### config.mk
export PLATFORM = sky130hd
export DESIGN_NAME = lesq_ram
export DESIGN_NICKNAME = d
export VERILOG_FILES = /design/src/rtl/lesq_ram.sv
export SDC_FILE = /design/constraint.sdc
export NUM_CORES = 2
export LEC_CHECK = 0
export BUFFER_PORTS_ARGS = -buffer_cell sky130_fd_sc_hd__buf_2
export CAP_MARGIN = 5
export CORE_ASPECT_RATIO = 0.7
export CORE_MARGIN = 2
export CORE_UTILIZATION = 30
export CTS_BUF_LIST = sky130_fd_sc_hd__clkbuf_16
export DETAILED_ROUTE_END_ITERATION = 7
export PLACE_DENSITY = 0.44
export SETUP_SLACK_MARGIN = 0.02
export SKIP_CTS_REPAIR_TIMING = 1
export SLEW_MARGIN = 40
export SYNTH_ARGS = -nofsm -noshare
export SYNTH_HDL_FRONTEND = slang
export SYNTH_SLANG_ARGS = --single-unit
### constraint.sdc
create_clock -name clk -period 15 [get_ports clk]
set_clock_uncertainty 0.2 [all_clocks]
set_input_delay 3.75 -clock clk [delete_from_list [all_inputs] [get_ports clk]]
set_output_delay 3.75 -clock clk [all_outputs]
set_load 0.03 [all_outputs]
### src/rtl/lesq_ram.sv
// Generic single-port synchronous RAM, registered read.
// No dependencies.
`timescale 1ns / 1ps
`default_nettype none

module lesq_ram #(
    parameter int WIDTH = 64,
    parameter int DEPTH = 64
) (
    input  wire logic                     clk,
    input  wire logic                     we,
    input  wire logic                     re,
    input  wire logic [$clog2(DEPTH)-1:0] addr,
    input  wire logic [WIDTH-1:0]         wdata,
    output      logic [WIDTH-1:0]         rdata
);
    logic [WIDTH-1:0] mem [DEPTH];
    logic [WIDTH-1:0] rdata_reg;

    always_ff @(posedge clk)
    begin
        if (we)
        begin
            mem[addr] <= wdata;
        end
        if (re)
        begin
            rdata_reg <= mem[addr];
        end
    end

    assign rdata = rdata_reg;
endmodule

`default_nettype wire

==> results.md <==
- Status: finished clean
- Share of post-route cells with drive strength above 1: 0.1614
- Final ANT Viol Nets: 0
- Synth Area in Compound Gates: 0.1128
- Placed Cells: 15,400
- I/O pin count: 137
- Die Y: 607.5 µm
- Area Growth Syn to Fin: 15.47%
- Buffers on Ports: 136
- Multiplexer share of the synthesized area: 0.04542
- Initial Util: 0.3014
- FMAX: 0.1205 GHz
- Largest cells by area after synthesis: edfxtp_1 (80%), a221oi_1 (3.6%), a22oi_1 (3.3%)
- Routed WL: 598.0 mm
- Commonest non-fill, non-tap cell in the layout: edfxtp_1
- Post-route setup slack: 6.699 ns
- DR iter-0 viols: 14,450
- Max Root-Sink Buffers: 4
- Setup violations, final: 0
- Most frequent cells in the layout: edfxtp_1 (4,160), a22oi_1 (684), a221oi_1 (635)
- Die area: 526,200 µm²
- Hold path start: mem[20][37]
- RD Place Congestion: 0.7999
- CTS Buf Count: 403
- Crit path max fanout: 38
- # Max-Cap Violations: 0
- Reg2reg path depth: 5
- Final hold violation count: 0
- Top FF cell, synth: edfxtp_1
- Number of synthesized register bits: 4,160
- Number of global-route vias before repair: 88,460
- Synthesized net count: 8,692
- Netlist cell types: 56
- Initial antenna violation count: 66
- Max reg flops: 4,096
- WP data arrival: 8.80 ns
- Worst setup endpoint: rdata[40]
- Dpl ws: 5.974 ns
- Worst flop-to-flop path endpoint: rdata[3]
- RSZ-0062 raised after global routing: false
- Leakage power: 55.54 nW
- Wire per inst: 37.05 µm
- Finished Layout Cells: 16,140
- Post-Synth XOR/XNOR Area: 0
- Post-synth EDFFs: 4,160
- Slew margin rel.: 0.2837
- Final period util: 0.5534
- Clk_lat worst skew: 0.98 ns
- H-tree Lvls: 5
- Setup_tns: 0 ns
- DRT Pass-1 Iters: 6
- Post-synth top area cell: edfxtp_1
- Mapped Cells: 8,619
- Global-route wire length before repair: 801.5 mm
- Design area: 180,200 µm²
- Vias per cell: 5.742
- GRT Total Usage: 0.2192
- Kind of end point of the critical path: register
- Mapped cell area: 156,100 µm²
- Worst EP required: 15.50 ns
- Yosys warning total: 0
- NumNets Final: 8,973
- Hold Crit Class: reg2reg
- Startpoint types: input pin
- Core region area: 517,900 µm²
- Total Power: 24.56 mW
- Largest family of logic cells by synthesized area: compound AO/OA/AOI/OAI gates
- DR DRC count: 0
- Worst Setup SP: addr[1]
- Asr flop ratio synth: 0
- Largest net degree at the start of global routing: 103
- Cell area power density: 136.3 nW/µm²
- R2R Setup Slk: 12.34 ns
- Clk slew on worst S/H paths: 0.07 ns
- Register area share after synthesis: 0.8003
- Adder-Cell Fraction of Synth Area: 0
- Clock sink total: 4,160
- Post-Syn Area per Cell: 18.11 µm²
- Vias: 92,680
- Area of placed instances: 167,100 µm²
- Setup CP Type: in2reg
- Worst vdd ir: 0.09991 mV
- Simple-Gate Fraction of Synth Area: 0.02272
- Final Slew Violations: 0
- Root Driver: clkbuf_16
- Reg2reg start: mem[26][3]
- Detailed Place HPWL: 340.6 mm
- Slew @ Worst Pin: 1.074 ns
- CTS tree: yes
- Row Count: 221
- Total congestion overflow: 0
- Tmin final: 8.301 ns
- Synth top area share: 0.8003
- Die width: 866.2 µm
## layout make-up
| type | count | area (µm²) |
|---|---|---|
| flip-flops and latches | 4160 | 124900 |
| multi-input cells | 3801 | 29080 |
| clock buffers | 411 | 10280 |
| inverters | 3 | 31.28 |
| fillers | 48510 | 337700 |
| clock inverters | 312 | 2599 |
| diodes | 10 | 25.02 |
| repair buffers | 531 | 4649 |
| well taps | 6913 | 8650 |
## Yosys cell counts, types with 3 or more instances
cell,count
a21oi_1,210
o22a_1,3
nand2_1,311
mux2i_1,337
nor2b_1,8
buf_2,253
clkbuf_1,280
nor2_2,3
a22oi_1,684
mux2_2,203
nand4_1,36
and2_1,3
a311oi_1,27
o32ai_1,5
nor2_1,301
mux4_2,63
o2111a_1,30
a221oi_1,636
o22ai_1,506
nor3_1,24
o21ai_0,139
buf_1,91
nand3b_1,30
o221ai_1,13
a211oi_1,33
nand3_1,7
or4_1,5
or3_1,7
a221o_1,30
o2111ai_1,27
a222oi_1,28
edfxtp_1,4160
buf_4,23
and3b_1,3
nor4_1,58
buf_6,8
nand2b_1,4
a22o_1,6
## metrics by stage
step / hold WS (ns) / utilization
final: 0.5075 / 0.3480
after global routing: 0.5567 / 0.3480
after CTS: 0.5137 / 0.3475
after detailed placement: 0.5097 / 0.3226
after global placement: 0.4875 / 0.3205
after floorplan: 0.4354 / -
## power by group
group | leakage [nW] | internal (mW) | total [mW] | switching, mW
Clock | 6.64 | 5.70 | 10.2 | 4.51
Sequential | 37.5 | 12.9 | 13.0 | 0.0735
Combinational | 11.4 | 0.337 | 1.38 | 1.04
Total | 55.5 | 18.9 | 24.6 | 5.63
## critical path: stages
cell     delay [ns]
buf_8          0.30
buf_4          0.71
buf_4          0.68
inv_8          0.26
nand2_4        0.62
buf_4          0.78
o22ai_1        0.29
nor4_2         0.79
buf_4          0.23
nand4_1        0.08
## per-layer routing
metal	up-vias	share of wire	wire length (µm)	global-route usage
met5	-	0.00047	280	0
met4	26	0.027	15860	0.05135
met3	761	0.10	59910	0.04978
met2	5191	0.42	248500	0.3102
met1	49870	0.46	273400	0.3390
li1	36840	-	-	-
## worst min-delay path by stage
stage / end / slack (ns) / depth (start not counted)
3_3_place_gp: rdata[49] / 0.49 / 4
2_1_floorplan: rdata[11] / 0.44 / 4
6_report: rdata[37] / 0.51 / 4
3_5_place_dp: rdata[49] / 0.51 / 4
5_1_grt: rdata[37] / 0.56 / 4
4_1_cts: rdata[49] / 0.51 / 4
## cell families after synthesis
kind of cell,after synthesis
and+or+nand+nor,808
muxes,604
buffers and inverters,658
DFF,4160
AOI/OAI and AO/OA,2389
No activity file was read; power rests on OpenSTA's default activity.
